**config.mk**
```make
export PLATFORM = sky130hd
export DESIGN_NAME = i2c_eeprom_master
export DESIGN_NICKNAME = d
export VERILOG_FILES = /design/src/iem_pkg.sv /design/src/iem_seq.sv /design/src/i2c_eeprom_master.sv
export SDC_FILE = /design/constraint.sdc
export NUM_CORES = 1
export LEC_CHECK = 0
export BUFFER_PORTS_ARGS = -buffer_cell sky130_fd_sc_hd__buf_2
export CAP_MARGIN = 20
export CORE_ASPECT_RATIO = 0.7
export CORE_MARGIN = 2
export CORE_UTILIZATION = 39
export DETAILED_ROUTE_END_ITERATION = 10
export PLACE_DENSITY = 0.57
export SETUP_SLACK_MARGIN = 0.02
export SYNTH_ARGS = -nofsm -noshare
export SYNTH_HDL_FRONTEND = slang
export SYNTH_SLANG_ARGS = --single-unit
export TNS_END_PERCENT = 20
```
**constraint.sdc**
```tcl
create_clock -name i_clk -period 12.2 [get_ports i_clk]
set_input_delay 1.22 -clock i_clk [delete_from_list [all_inputs] [get_ports i_clk]]
set_output_delay 1.22 -clock i_clk [all_outputs]
set_load 0.02 [all_outputs]
```
**src/iem_pkg.sv**
```systemverilog
package iem_pkg;

    typedef enum logic [3:0] {
        OP_END,
        OP_START,
        OP_STOP,
        OP_WDEVW,
        OP_WDEVR,
        OP_WADDR,
        OP_WZERO,
        OP_WDATA,
        OP_RBYTES,
        OP_WAIT
    } t_op;

    typedef enum logic [1:0] {
        CMD_TICK,
        CMD_PROBE,
        CMD_WRITE,
        CMD_READ
    } t_cmd;

    localparam logic [6:0]  DEV_ADDR_RST    = 7'd80;
    localparam logic [15:0] WAIT_TICKS_RST  = 16'd1200;
    // step of the stop in the byte-write sequence (a NACK jumps here)
    localparam logic [3:0]  WRITE_STOP_STEP = 4'd5;
    localparam int          PADDR_W         = 3;

    // register index, taken from address bit 2
    localparam logic        REG_DEV_ADDR    = 1'b0;
    localparam logic        REG_WAIT_TICKS  = 1'b1;

    typedef struct packed {
        t_cmd       command;
        logic [7:0] mem_address;
        logic [7:0] write_data;
        logic [8:0] read_count;
        logic       sda_in;
    } t_item;

    typedef struct packed {
        logic       scl_out;
        logic       sda_out;
        logic       busy_res;
        logic       read_valid;
        logic [7:0] read_data;
        logic       read_last;
        logic       done_res;
        logic       nack;
    } t_result;

    typedef struct packed {
        logic [6:0]  device_address;
        logic [15:0] write_wait_ticks;
    } t_cfg;

    // Sequence program: steps from 1 (up to 7 for a read) of each transaction kind, step 0 is idle.
    function automatic t_op step_op(t_cmd kind, logic [3:0] step);
        t_op op;
        op = OP_END;
        case (kind)
            CMD_PROBE: begin
                case (step)
                    4'd1:    op = OP_START;
                    4'd2:    op = OP_WDEVW;
                    4'd3:    op = OP_STOP;
                    default: op = OP_END;
                endcase
            end
            CMD_WRITE: begin
                case (step)
                    4'd1:    op = OP_START;
                    4'd2:    op = OP_WDEVW;
                    4'd3:    op = OP_WADDR;
                    4'd4:    op = OP_WDATA;
                    4'd5:    op = OP_STOP;
                    4'd6:    op = OP_WAIT;
                    default: op = OP_END;
                endcase
            end
            CMD_READ: begin
                case (step)
                    4'd1:    op = OP_START;
                    4'd2:    op = OP_WDEVW;
                    4'd3:    op = OP_WZERO;
                    4'd4:    op = OP_START;
                    4'd5:    op = OP_WDEVR;
                    4'd6:    op = OP_RBYTES;
                    4'd7:    op = OP_STOP;
                    default: op = OP_END;
                endcase
            end
            default: op = OP_END;
        endcase
        return op;
    endfunction

endpackage

```
**src/iem_seq.sv**
```systemverilog
module iem_seq #(
    parameter int MAX_READ = 256
) (
    input  logic             i_clk,
    input  logic             i_rst_n,
    input  logic             i_step,
    input  iem_pkg::t_item   i_item,
    input  iem_pkg::t_cfg    i_cfg,
    output iem_pkg::t_result o_result
);
    import iem_pkg::*;

    localparam int CNT_W = $clog2(MAX_READ + 1);

    logic [3:0]       r_step, n_step;
    logic [1:0]       r_sub, n_sub;
    logic [3:0]       r_bit, n_bit;
    logic [7:0]       r_shift, n_shift;
    logic [CNT_W-1:0] r_left, n_left;
    t_cmd             r_kind, n_kind;
    logic [15:0]      r_wait, n_wait;
    logic [7:0]       r_addr, n_addr;
    logic [7:0]       r_data, n_data;
    logic             r_nack, n_nack;

    t_op        op, op1, op2;
    logic [3:0] s1, s2;
    logic [7:0] tx_byte;
    logic       adv, done;
    t_result    res;

    always_comb begin
        n_step  = r_step;
        n_sub   = r_sub;
        n_bit   = r_bit;
        n_shift = r_shift;
        n_left  = r_left;
        n_kind  = r_kind;
        n_wait  = r_wait;
        n_addr  = r_addr;
        n_data  = r_data;
        n_nack  = r_nack;
        res         = '0;
        res.scl_out = 1'b1;
        res.sda_out = 1'b1;
        op      = OP_END;
        op1     = OP_END;
        op2     = OP_END;
        s1      = '0;
        s2      = '0;
        tx_byte = '0;
        adv     = 1'b0;
        done    = 1'b0;

        if (r_step == 4'd0 && i_item.command != CMD_TICK) begin
            n_kind  = i_item.command;
            n_addr  = i_item.mem_address;
            n_data  = i_item.write_data;
            if (i_item.read_count == 9'd0) begin
                n_left = CNT_W'(1);
            end else if (int'(i_item.read_count) > MAX_READ) begin
                n_left = CNT_W'(MAX_READ);
            end else begin
                n_left = CNT_W'(i_item.read_count);
            end
            n_nack  = 1'b0;
            n_shift = '0;
            n_bit   = '0;
            n_sub   = '0;
            n_wait  = '0;
            n_step  = 4'd1;
        end

        if (n_step != 4'd0) begin
            op = step_op(n_kind, n_step);
            res.busy_res = 1'b1;
            case (op)
                OP_START: begin
                    res.scl_out = (n_sub != 2'd2);
                    res.sda_out = (n_sub == 2'd0);
                    if (n_sub >= 2'd2) adv = 1'b1;
                    else n_sub = n_sub + 2'd1;
                end
                OP_STOP: begin
                    res.scl_out = (n_sub != 2'd0);
                    res.sda_out = (n_sub >= 2'd2);
                    if (n_sub >= 2'd2) adv = 1'b1;
                    else n_sub = n_sub + 2'd1;
                end
                OP_WDEVW, OP_WDEVR, OP_WADDR, OP_WZERO, OP_WDATA: begin
                    case (op)
                        OP_WDEVW: tx_byte = {i_cfg.device_address, 1'b0};
                        OP_WDEVR: tx_byte = {i_cfg.device_address, 1'b1};
                        OP_WADDR: tx_byte = n_addr;
                        OP_WDATA: tx_byte = n_data;
                        default:  tx_byte = '0;
                    endcase
                    res.scl_out = (n_sub == 2'd1);
                    if (n_bit < 4'd8) begin
                        res.sda_out = tx_byte[~n_bit[2:0]];
                        if (n_sub >= 2'd2) begin
                            n_sub = '0;
                            n_bit = n_bit + 4'd1;
                        end else begin
                            n_sub = n_sub + 2'd1;
                        end
                    end else begin
                        // acknowledge slot from the slave
                        res.sda_out = 1'b1;
                        if (n_sub >= 2'd2) begin
                            if (i_item.sda_in) begin
                                n_nack = 1'b1;
                                if (n_kind == CMD_WRITE) begin
                                    n_step = WRITE_STOP_STEP;
                                    n_bit  = '0;
                                    n_sub  = '0;
                                end else begin
                                    adv = 1'b1;
                                end
                            end else begin
                                adv = 1'b1;
                            end
                        end else begin
                            n_sub = n_sub + 2'd1;
                        end
                    end
                end
                OP_RBYTES: begin
                    res.scl_out = (n_sub == 2'd1);
                    if (n_bit < 4'd8) begin
                        res.sda_out = 1'b1;
                        if (n_sub >= 2'd2) begin
                            n_shift = {n_shift[6:0], i_item.sda_in};
                            if (n_bit == 4'd7) begin
                                res.read_valid = 1'b1;
                                res.read_data  = n_shift;
                                res.read_last  = (n_left <= CNT_W'(1));
                            end
                            n_bit = n_bit + 4'd1;
                            n_sub = '0;
                        end else begin
                            n_sub = n_sub + 2'd1;
                        end
                    end else begin
                        // master ACK while more bytes follow
                        res.sda_out = !(n_left > CNT_W'(1));
                        if (n_sub >= 2'd2) begin
                            if (n_left != '0) n_left = n_left - CNT_W'(1);
                            if (n_left == '0) begin
                                adv = 1'b1;
                            end else begin
                                n_bit = '0;
                                n_sub = '0;
                            end
                        end else begin
                            n_sub = n_sub + 2'd1;
                        end
                    end
                end
                OP_WAIT: begin
                    if (n_wait != 16'd0) n_wait = n_wait - 16'd1;
                    if (n_wait == 16'd0) adv = 1'b1;
                end
                default: begin
                    n_step = '0;
                    done   = 1'b1;
                end
            endcase

            if (adv) begin
                n_bit = '0;
                n_sub = '0;
                s1  = n_step + 4'd1;
                op1 = step_op(n_kind, s1);
                if (op1 == OP_WAIT) begin
                    if (n_nack || i_cfg.write_wait_ticks == 16'd0) begin
                        s2  = s1 + 4'd1;
                        op2 = step_op(n_kind, s2);
                        if (op2 == OP_END) begin
                            n_step = '0;
                            done   = 1'b1;
                        end else begin
                            n_step = s2;
                        end
                    end else begin
                        n_step = s1;
                        n_wait = i_cfg.write_wait_ticks;
                    end
                end else if (op1 == OP_END) begin
                    n_step = '0;
                    done   = 1'b1;
                end else begin
                    n_step = s1;
                end
            end

            res.done_res = done;
            res.nack     = done & n_nack;
        end
    end

    always_ff @(posedge i_clk) begin
        if (!i_rst_n) begin
            r_step <= '0;
            r_sub  <= '0;
            r_bit  <= '0;
            r_left <= '0;
            r_kind <= CMD_TICK;
            r_wait <= '0;
            r_nack <= 1'b0;
        end else if (i_step) begin
            r_step <= n_step;
            r_sub  <= n_sub;
            r_bit  <= n_bit;
            r_left <= n_left;
            r_kind <= n_kind;
            r_wait <= n_wait;
            r_nack <= n_nack;
        end
    end

    always_ff @(posedge i_clk) begin
        if (i_step) begin
            r_shift <= n_shift;
            r_addr  <= n_addr;
            r_data  <= n_data;
        end
    end

    assign o_result = res;

endmodule

```
**src/i2c_eeprom_master.sv**
```systemverilog
// I2C master for a 24LC-style EEPROM, stepped one bus phase per input transfer.
// Input stream: tuser carries the command (tick, probe, byte write, sequential
// read), tdata the address, data byte, read count and the SDA level sampled in
// the previous phase. A command is only taken while the sequencer is idle.
// Output stream: one result per input transfer with the SCL/SDA drive levels
// (1 = release), busy, read byte strobe and data, done and NACK; tlast marks
// the last byte of a sequential read.
// The result is registered, out in the cycle after its input transfer; a transfer
// can be taken every cycle unless stalled, sequencer state and result updating together.
// A finished result waits in the output register; while the receiver stalls
// with a result held, s_tready drops, and it rises again in the cycle the
// result is taken, so a new item enters as the old one leaves.
// Reset (synchronous, active low) returns the sequencer to idle, empties the
// output register and loads the device address (80) and write wait (1200).
// Registers on the APB port: device address at 0x0, write wait ticks at 0x4;
// write them only while the block is idle.
module i2c_eeprom_master #(
    parameter int MAX_READ = 256
) (
    input  logic                        i_clk,
    input  logic                        i_rst_n,
    // slave side
    input  logic                        s_tvalid,
    output logic                        s_tready,
    input  logic [31:0]                 s_tdata,  // mem_address, write_data, read_count, sda_in
    input  logic [1:0]                  s_tuser,  // command
    // master side
    output logic                        m_tvalid,
    input  logic                        m_tready,
    output logic [15:0]                 m_tdata,  // scl_out, sda_out, busy_res, read_valid,
                                                  // read_data, done_res, nack
    output logic                        m_tlast,
    // configuration
    input  logic                        psel,
    input  logic                        penable,
    input  logic                        pwrite,
    input  logic [iem_pkg::PADDR_W-1:0] paddr,
    input  logic [31:0]                 pwdata,
    output logic [31:0]                 prdata,
    output logic                        pready
);
    import iem_pkg::*;

    t_cfg    r_cfg;
    t_item   item;
    t_result seq_res;
    t_result r_out;
    logic    r_out_valid;
    logic    step;

    assign pready = 1'b1;

    always_ff @(posedge i_clk) begin
        if (!i_rst_n) begin
            r_cfg.device_address   <= DEV_ADDR_RST;
            r_cfg.write_wait_ticks <= WAIT_TICKS_RST;
        end else if (psel && penable && pwrite && pready) begin
            case (paddr[2])
                REG_DEV_ADDR:   r_cfg.device_address   <= pwdata[6:0];
                REG_WAIT_TICKS: r_cfg.write_wait_ticks <= pwdata[15:0];
                default:        ;
            endcase
        end
    end

    always_comb begin
        case (paddr[2])
            REG_DEV_ADDR:   prdata = {25'd0, r_cfg.device_address};
            REG_WAIT_TICKS: prdata = {16'd0, r_cfg.write_wait_ticks};
            default:        prdata = '0;
        endcase
    end

    assign item.command     = t_cmd'(s_tuser);
    assign item.mem_address = s_tdata[7:0];
    assign item.write_data  = s_tdata[15:8];
    assign item.read_count  = s_tdata[24:16];
    assign item.sda_in      = s_tdata[25];

    assign s_tready = !r_out_valid || m_tready;
    assign step     = s_tvalid && s_tready;

    iem_seq #(
        .MAX_READ (MAX_READ)
    ) u_seq (
        .i_clk    (i_clk),
        .i_rst_n  (i_rst_n),
        .i_step   (step),
        .i_item   (item),
        .i_cfg    (r_cfg),
        .o_result (seq_res)
    );

    always_ff @(posedge i_clk) begin
        if (!i_rst_n) begin
            r_out_valid <= 1'b0;
        end else if (s_tready) begin
            r_out_valid <= s_tvalid;
        end
    end

    always_ff @(posedge i_clk) begin
        if (step) begin
            r_out <= seq_res;
        end
    end

    assign m_tvalid = r_out_valid;
    assign m_tlast  = r_out.read_last;
    assign m_tdata  = {2'b00, r_out.nack, r_out.done_res, r_out.read_data,
                       r_out.read_valid, r_out.busy_res, r_out.sda_out, r_out.scl_out};

endmodule

```
==> flow_summary.toml, run 1 <==
[global_routing]
antenna_found_initial = 0
grt_remaining_overflow = 0
grt_pass1_wl_um = 33600
grt_pass1_vias = 6125
grt_max_degree = 66
groute.usage.overall_pct = 21.0

[drt]
vias = 6919
detail_route.wl_per_cell_um = 17.2
drtIter0Drc = 816
drtAntennaViolNets = 0
viasPerCell = 5.69
drt-total-wl_um = 20900
first_pass_iters = 9
drc = 7

[critical_path]
cp_data_required_time_ns = 12.45
critPathTopFamily = "compound AO/OA/AOI/OAI gates"
startpoint_type = "primary input"
crit_fanout = 22
worst-path-buf-inv = 2
crit_type = "in2reg"
crit_slowest_cell = "o21ai_0"
path_cells = "buf_2 > nor2_2 > o22ai_1 > a221oi_2 > o211ai_1 > and3b_1 > or2_2 > o21ai_0 > inv_1 > ha_1 > nor2_1 > a31o_2 > o221ai_1 > o211ai_1 > a2bb2oi_2 > nand4_4 > o221ai_1 > nand2_1 > o211a_1"
critPathArrivalTime_ns = 6.53
endpoint_kind = "register"
reg2reg_slack_ns = 6.08
max_stage_delay_ns = 0.63

[pwr]
p_leak_nw = 3.24
switchingPower_mw = 0.294
pwr-share-seq_pct = 43.8
ir_worst_vdd_mv = 0.0713
p_clk_share_pct = 33.6
power_density_nw_per_um2 = 109
p_int_mw = 0.583
combPwrFrac_pct = 22.7
swShare_pct = 33.6

[cts]
clk_pin_slew_ns = 0.08
clock-sinks = 100
cts_htree_levels = 3
cts_tree = "built"
cts-root-buf = "clkbuf_16"
cts_setup_buffers = 0
cts_resized = 0
cts_buffers = 9
hold_buffers = 0
cts.path.max_buffers = 2
clk_latency_ns = 0.36

[sta]
fin_worst_hold_slack_ns = 0.487
worstMarginPinSlew_ns = 0.814
maxSlewViolCount = 0
slew_headroom_pct = 45.6
finClkSkew_ns = 0.0122
finalSetupViolations = 0
fin_tns_setup_ns = 0
max_freq_mhz = 159
fin_crit_ns = 6.28
worst_slack_ns = 5.92
layout_worst_path_cycle_share_pct = 51.5
grt_setup_unrepaired = "no"
hold_violations = 0

[synth]
synth_area_um2 = 7270
synthCells = 932
ys_types = 85
ys_ff_latch = 100
synth-edff-count = 38
yosysTopAreaCellShare_pct = 17.1
synth-main-ff-cell = "dfxtp_1"
synth_area_leaders = "dfxtp_1 17%, edfxtp_1 16%, nand2_1 8.8%"
synth_area_leader_cell = "dfxtp_1"
ys_seq_area_share_pct = 32.7
async_reset_ff_share_pct = 0
yosys_warnings = 0
syn_area_per_cell_um2 = 7.81

[min_path]
hp-class = "reg2reg"

[die]
initial_core_util_pct = 40.1
pin_count = 128
die_area_um2 = 19800
num_rows = 41
die_width_um = 167
fp.coreArea_um2 = 18200
dieHeight_um = 118

[placement]
pre_cts_slack_ns = 5.66
hpwl_um = 14600
place_congestion = 0.879
port-buffer-count = 84

[run]
drv_cap = 0

[final_layout]
nets = 1060
drive_gt1_share_pct = 16.0
synthToLayoutAreaGrowth_pct = 10.2
antennaDiodeCount = 0
final_core_util_pct = 44.1

[run_status]
violations = "design-rule violations"
outcome = "finished with violations"
## kinds of logic after synthesis
group,Yosys count,synth area share (%)
AO/OA/AOI/OAI,259,24.5
flip-flops,100,32.7
multiplexers,30,4.40
other,2,0.103
buffers and inverters,98,6.64
XOR/XNOR,19,2.39
adder cells (fa/ha/maj),10,1.72
AND/OR/NAND/NOR,414,27.5
## cells in the final DEF, fill, tap and decap left out, drive strengths merged, types with 9 or more instances in the layout
| cell type | synthesis | final |
|---|---|---|
| nand3 | 29 | 29 |
| nor3 | 23 | 23 |
| and3 | 10 | 10 |
| dfxtp | 62 | 62 |
| nand2 | 170 | 170 |
| clkbuf | 41 | 9 |
| conb | 2 | 19 |
| nor4 | 12 | 12 |
| a31oi | 9 | 9 |
| a21oi | 52 | 52 |
| nor2b | 9 | 9 |
| xnor2 | 9 | 9 |
| edfxtp | 38 | 38 |
| o211ai | 13 | 13 |
| nand4 | 11 | 11 |
| inv | 20 | 23 |
| a21boi | 28 | 28 |
| o21ai | 70 | 70 |
| mux2 | 16 | 16 |
| buf | 37 | 92 |
| ha | 10 | 10 |
| nor2 | 77 | 77 |
| mux2i | 14 | 14 |
| and2 | 30 | 30 |
| xor2 | 10 | 10 |
## power by group through the flow
stage / clock network [mW] / logic (mW) / registers [mW]
4_1_cts: 0.301 / 0.196 / 0.383
3_5_place_dp: 0 / 0.195 / 0.391
3_3_place_gp: 0 / 0.195 / 0.391
2_1_floorplan: 0 / 0.152 / 0.385
6_report: 0.294 / 0.199 / 0.384
5_1_grt: 0.315 / 0.219 / 0.386
## area by class of cell
class	instances	area [um2]
repair buffers	92	484
clock buffers	9	225
flip-flops and latches	100	2380
inverters	20	75.1
multi-input cells	751	4480
fillers	1892	10100
clock inverters	7	78.8
well taps	236	295
## worst paths after layout
check,from,end,cells after the start
max reg2reg,u_seq.r_step[0],u_seq.r_wait[6],18
max,s_tuser[1],u_seq.r_wait[6],19
min reg2reg,u_seq.r_bit[2],u_seq.r_bit[2],1
min,u_seq.r_bit[2],u_seq.r_bit[2],1
## synth_stat cells (all sizes together), types with 11 or more instances
| library cell | number |
|---|---|
| dfxtp | 62 |
| a21oi | 52 |
| nor2 | 77 |
| o21ai | 70 |
| and2 | 30 |
| clkbuf | 41 |
| nand2 | 170 |
| nor3 | 23 |
| mux2 | 16 |
| o211ai | 13 |
| nand3 | 29 |
| nor4 | 12 |
| edfxtp | 38 |
| inv | 20 |
| nand4 | 11 |
| a21boi | 28 |
| buf | 37 |
| mux2i | 14 |
## registers in the layout, summed over array words and instances, names as in the netlist
signal         count
u_seq.r_data       8
m_tvalid           1
u_seq.r_bit        4
u_seq.r_left       9
u_seq.r_shift      7
m_tdata           14
m_tlast            1
u_seq.r_nack       1
u_seq.r_step       4
r_cfg             23
u_seq.r_kind       2
u_seq.r_sub        2
u_seq.r_wait      16
u_seq.r_addr       8
## routing by layer
metal / up-vias / wire (um) / GRT usage, %
met4: 0 / 146 / 3.91
met5: - / 0 / 0
met1: 3259 / 11100 / 33.5
li1: 3434 / - / -
met3: 9 / 1250 / 3.35
met2: 217 / 8420 / 29.2
## per-stage QoR
| step | instance area (um2) | std cells | total power, mW |
|---|---|---|---|
| final | 8020 | 1215 | 0.877 |
| after global routing | 8020 | 1215 | 0.921 |
| after CTS | 8010 | 1214 | 0.881 |
| after detailed placement | 7700 | 1198 | 0.586 |
| after global placement | 7700 | 1198 | 0.586 |
| after floorplan | 7340 | 949 | 0.537 |
Note: power is estimated with default switching activity, not from simulation.
==> inputs of run 2 (changes only) <==
- clock period: 12.2 -> 6.4 ns (I/O delays scaled with it)
==> flow_summary.toml, run 2 (synthesis gave the netlist of run 1 again) <==
[sta]
finClkSkew_ns = 0.00711
fin_worst_hold_slack_ns = 0.481
slew_headroom_pct = 40.4
hold_violations = 0
fin_crit_ns = 5.53
max_freq_mhz = 181
worstMarginPinSlew_ns = 0.883
maxSlewViolCount = 0
finalSetupViolations = 0
fin_tns_setup_ns = 0
layout_worst_path_cycle_share_pct = 86.4
grt_setup_unrepaired = "no"

[critical_path]
critPathTopFamily = "simple AND/OR/NAND/NOR gates"
startpoint_type = "register"
critPathArrivalTime_ns = 5.79
cp_common_cell = "o211ai_1"
worst-path-buf-inv = 2
crit_slowest_cell = "nor4_4"
crit_type = "reg2reg"
reg2reg_depth = 19
crit_fanout = 19
path_cells = "nor4_4 > nand3_1 > a221oi_2 > o211ai_1 > and3b_1 > or2_2 > o21ai_0 > inv_1 > ha_1 > nor2_1 > a31o_2 > o221ai_1 > o211ai_1 > a2bb2oi_2 > nand4_4 > buf_4 > o21ai_2 > nand2_1 > o211a_1"
cp_data_required_time_ns = 6.66
cp_num_cells = 19
endpoint_kind = "register"
max_stage_delay_ns = 0.67

[run]
drv_cap = 0

[pwr]
p_leak_nw = 3.25
ir_worst_vdd_mv = 0.113
pwr-share-seq_pct = 44.0
combPwrFrac_pct = 22.9
swShare_pct = 33.3
power_density_nw_per_um2 = 207
p_clk_share_pct = 33.1
switchingPower_mw = 0.553
p_int_mw = 1.11

[die]
initial_core_util_pct = 40.1
dieHeight_um = 118
pin_count = 128
die_width_um = 167
num_rows = 41
die_area_um2 = 19800
fp.coreArea_um2 = 18200

[final_layout]
top_register = "r_cfg"
final_common_cell = "nand2_1"
antennaDiodeCount = 0
nets = 1065
drive_gt1_share_pct = 16.5
largest_reg_flops = 23
synthToLayoutAreaGrowth_pct = 10.6
final_cell_mix = "169 x nand2_1, 84 x buf_2, 75 x nor2_1, 62 x dfxtp_1, 58 x o21ai_0"
fillCellCount = 1841
stdcell_area_um2 = 8040

[run_status]
violations = "design-rule violations"
outcome = "finished with violations"

[global_routing]
groute.usage.overall_pct = 20.8
grt_pass1_wl_um = 33400
grt_max_degree = 66
antenna_found_initial = 0
grt_remaining_overflow = 0
grt_pass1_vias = 5974

[placement]
hpwl_um = 14700
port-buffer-count = 84
place_congestion = 0.925
dpl_cell_area_um2 = 7740

[cts]
cts.path.max_buffers = 2
clk_pin_slew_ns = 0.07
clock-sinks = 100
cts-root-buf = "clkbuf_16"
clk_latency_ns = 0.36
cts_setup_buffers = 0
cts_htree_levels = 3
cts_tree = "built"
hold_buffers = 0
cts_buffers = 9
cts_resized = 0

[drt]
drtIter0Drc = 872
viasPerCell = 5.63
drc = 7
detail_route.wl_per_cell_um = 17.0
vias = 6872
drtAntennaViolNets = 0
first_pass_iters = 10
drt-total-wl_um = 20700

[min_path]
worstHoldPathCells = 1
hp-class = "reg2reg"
-- run 2: cell count changes in the layout (fill, tap and decap cells not counted), sizes merged --
cell / before / now
clkinvlp: 0 / 2
buf: 92 / 97
clkinv: 4 / 2
-- run 2: worst register-to-register path: stages, from the launching register on --
cell and delay, ns:
dfxtp_1 0.53, nor4_4 0.68, nand3_1 0.27, a221oi_2 0.43, o211ai_1 0.27, and3b_1 0.31, or2_2 0.34, o21ai_0 0.29
inv_1 0.15, ha_1 0.40, nor2_1 0.16, a31o_2 0.11, o221ai_1 0.10, o211ai_1 0.16, a2bb2oi_2 0.29, nand4_4 0.33
buf_4 0.32, o21ai_2 0.11, nand2_1 0.06, o211a_1 0.13
-- run 2: final cells by class --
type	instances	area, um2	area share [%]
well taps	236	295	3.67
clock inverters	7	71.3	0.887
repair buffers	97	518	6.44
inverters	20	75.1	0.933
multi-input cells	751	4480	55.6
clock buffers	9	225	2.80
flip-flops and latches	100	2380	29.6
-- run 2: path summary, 6_finish.rpt --
| path | slack, ns | startpoint | end |
|---|---|---|---|
| max | 0.87 | u_seq.r_step[0] | u_seq.r_wait[3] |
| min | 0.48 | u_seq.r_bit[2] | u_seq.r_bit[2] |
| max reg2reg | 0.87 | u_seq.r_step[0] | u_seq.r_wait[3] |
| min reg2reg | 0.48 | u_seq.r_bit[2] | u_seq.r_bit[2] |
-- run 2: stage by stage --
step                      instances  util, %  power, mW  worst slack [ns]
final                          1220     44.3       1.66             0.870
after global routing           1220     44.3       1.74             0.500
after CTS                      1219     44.2       1.67             0.961
after detailed placement       1203     42.6       1.12             0.991
after global placement         1203     42.6       1.12              1.03
after floorplan                 949        -       1.02              1.25
-- run 2: power groups by stage --
stage | combinational [mW] | sequential [mW] | clock [mW]
after floorplan | 0.291 | 0.733 | 0
after global placement | 0.376 | 0.745 | 0
after detailed placement | 0.374 | 0.745 | 0
after CTS | 0.376 | 0.730 | 0.568
after global routing | 0.421 | 0.736 | 0.586
final | 0.380 | 0.731 | 0.550
-- run 2: per-layer routing --
| metal | routed length, um | track usage, % |
|---|---|---|
| met2 | 8240 | 28.2 |
| met5 | 0 | 0 |
| met3 | 1710 | 4.79 |
| met4 | 157 | 3.97 |
| met1 | 10600 | 33.0 |
==> inputs of run 3 (changes only) <==
- CORE_UTILIZATION: 39 -> 57
- PLACE_DENSITY: 0.57 -> 0.79
==> flow_summary.toml, run 3 (synthesis gave the netlist of run 1 again) <==
[global_routing]
grt_pass1_vias = 6310
antenna_found_initial = 0
grt_remaining_overflow = 0
grt_max_degree = 66
groute.usage.overall_pct = 28.9
grt_pass1_wl_um = 32600

[sta]
fin_crit_ns = 5.61
hold_violations = 0
finClkSkew_ns = 0.00667
slew_headroom_pct = 30.3
maxSlewViolCount = 0
finalSetupViolations = 0
fin_tns_setup_ns = 0
fin_worst_hold_slack_ns = 0.487
worstMarginPinSlew_ns = 1.05
layout_worst_path_cycle_share_pct = 87.6
grt_setup_unrepaired = "no"
max_freq_mhz = 178

[drt]
drc = 0
drtAntennaViolNets = 0
drtIter0Drc = 798
drt-total-wl_um = 19900
vias = 7080
detail_route.wl_per_cell_um = 17.4
first_pass_iters = 6
viasPerCell = 6.19

[final_layout]
final_cell_mix = "169 x nand2_1, 84 x buf_2, 75 x nor2_1, 62 x dfxtp_1, 58 x o21ai_0"
final_common_cell = "nand2_1"
fillCellCount = 1108
largest_reg_flops = 23
antennaDiodeCount = 0
synthToLayoutAreaGrowth_pct = 9.24
stdcell_area_um2 = 7950
top_register = "r_cfg"
drive_gt1_share_pct = 16.3
nets = 1063

[critical_path]
cp_data_required_time_ns = 6.65
critPathArrivalTime_ns = 5.85
crit_type = "reg2reg"
endpoint_kind = "register"
startpoint_type = "register"
crit_fanout = 19

[die]
initial_core_util_pct = 58.6
die_area_um2 = 13700
num_rows = 34
pin_count = 128
fp.coreArea_um2 = 12400
dieHeight_um = 98.5
die_width_um = 139

[pwr]
pwr-share-seq_pct = 43.5
p_int_mw = 1.14
ir_worst_vdd_mv = 0.149
power_density_nw_per_um2 = 212
swShare_pct = 32.2
p_clk_share_pct = 34.1
switchingPower_mw = 0.542
combPwrFrac_pct = 22.4
p_leak_nw = 3.25

[cts]
cts_htree_levels = 3
cts_resized = 0
clk_latency_ns = 0.36
hold_buffers = 0
cts.path.max_buffers = 2
cts_tree = "built"
cts-root-buf = "clkbuf_16"
clock-sinks = 100
clk_pin_slew_ns = 0.07
cts_buffers = 9
cts_setup_buffers = 0

[run_status]
outcome = "finished, final reports clean"

[min_path]
hp-class = "reg2reg"

[placement]
place_congestion = 0.935
port-buffer-count = 84
dpl_cell_area_um2 = 7640
hpwl_um = 13800

[run]
drv_cap = 0
-- run 3: cell types whose count changed in the layout (fill, tap and decap cells not counted) --
cell,change
buf_4,-2
clkinvlp_2,+1
bufinv_16,+1
clkinvlp_4,-1
clkinv_8,-1
-- run 3: cell type report --
type	instances	area (um2)	area share (%)
clock buffers	9	225	2.83
flip-flops and latches	100	2380	30.0
inverters	20	75.1	0.945
clock inverters	7	82.6	1.04
repair buffers	95	503	6.33
multi-input cells	751	4480	56.3
well taps	162	203	2.55
-- run 3: power groups by stage --
stage	Combinational, mW	Sequential, mW	Clock [mW]
floorplan	0.291	0.733	0
global placement	0.362	0.743	0
detailed placement	0.367	0.745	0
CTS	0.370	0.731	0.575
global route	0.418	0.736	0.605
finish	0.378	0.732	0.575
-- run 3: worst paths after layout --
kind              startpoint              end  slack, ns  cells past startpoint
max          u_seq.r_step[0]  u_seq.r_wait[3]       0.79                     19
min           u_seq.r_bit[2]   u_seq.r_bit[2]       0.49                      1
max reg2reg  u_seq.r_step[0]  u_seq.r_wait[3]       0.79                     19
min reg2reg   u_seq.r_bit[2]   u_seq.r_bit[2]       0.49                      1
-- run 3: per-stage QoR --
step / power [mW] / setup WS (ns) / util [%] / std cells
after floorplan: 1.02 / 1.25 / - / 949
after global placement: 1.11 / 1.16 / 61.5 / 1128
after detailed placement: 1.11 / 1.02 / 61.5 / 1128
after CTS: 1.68 / 0.971 / 64.0 / 1144
after global routing: 1.76 / 0.479 / 64.0 / 1144
final: 1.68 / 0.792 / 64.0 / 1144
-- run 3: critical path, cell delays in order (launching register included) --
cell	delay [ns]
dfxtp_1	0.52
nor4_4	0.65
nand3_1	0.26
a221oi_2	0.45
o211ai_1	0.27
and3b_1	0.31
or2_2	0.33
o21ai_0	0.41
inv_1	0.15
ha_1	0.40
nor2_1	0.18
a31o_2	0.12
o221ai_1	0.11
o211ai_1	0.16
a2bb2oi_2	0.27
nand4_4	0.30
buf_4	0.30
o21ai_2	0.11
nand2_1	0.06
o211a_1	0.13
-- run 3: routing by layer --
| layer | vias to the layer above | part of all wire (%) | global-route usage [%] |
|---|---|---|---|
| li1 | 3442 | - | - |
| met1 | 3222 | 46 | 43.7 |
| met4 | 0 | 1.5 | 6.92 |
| met3 | 38 | 10 | 6.07 |
| met5 | - | 0 | 0 |
| met2 | 378 | 42 | 42.3 |
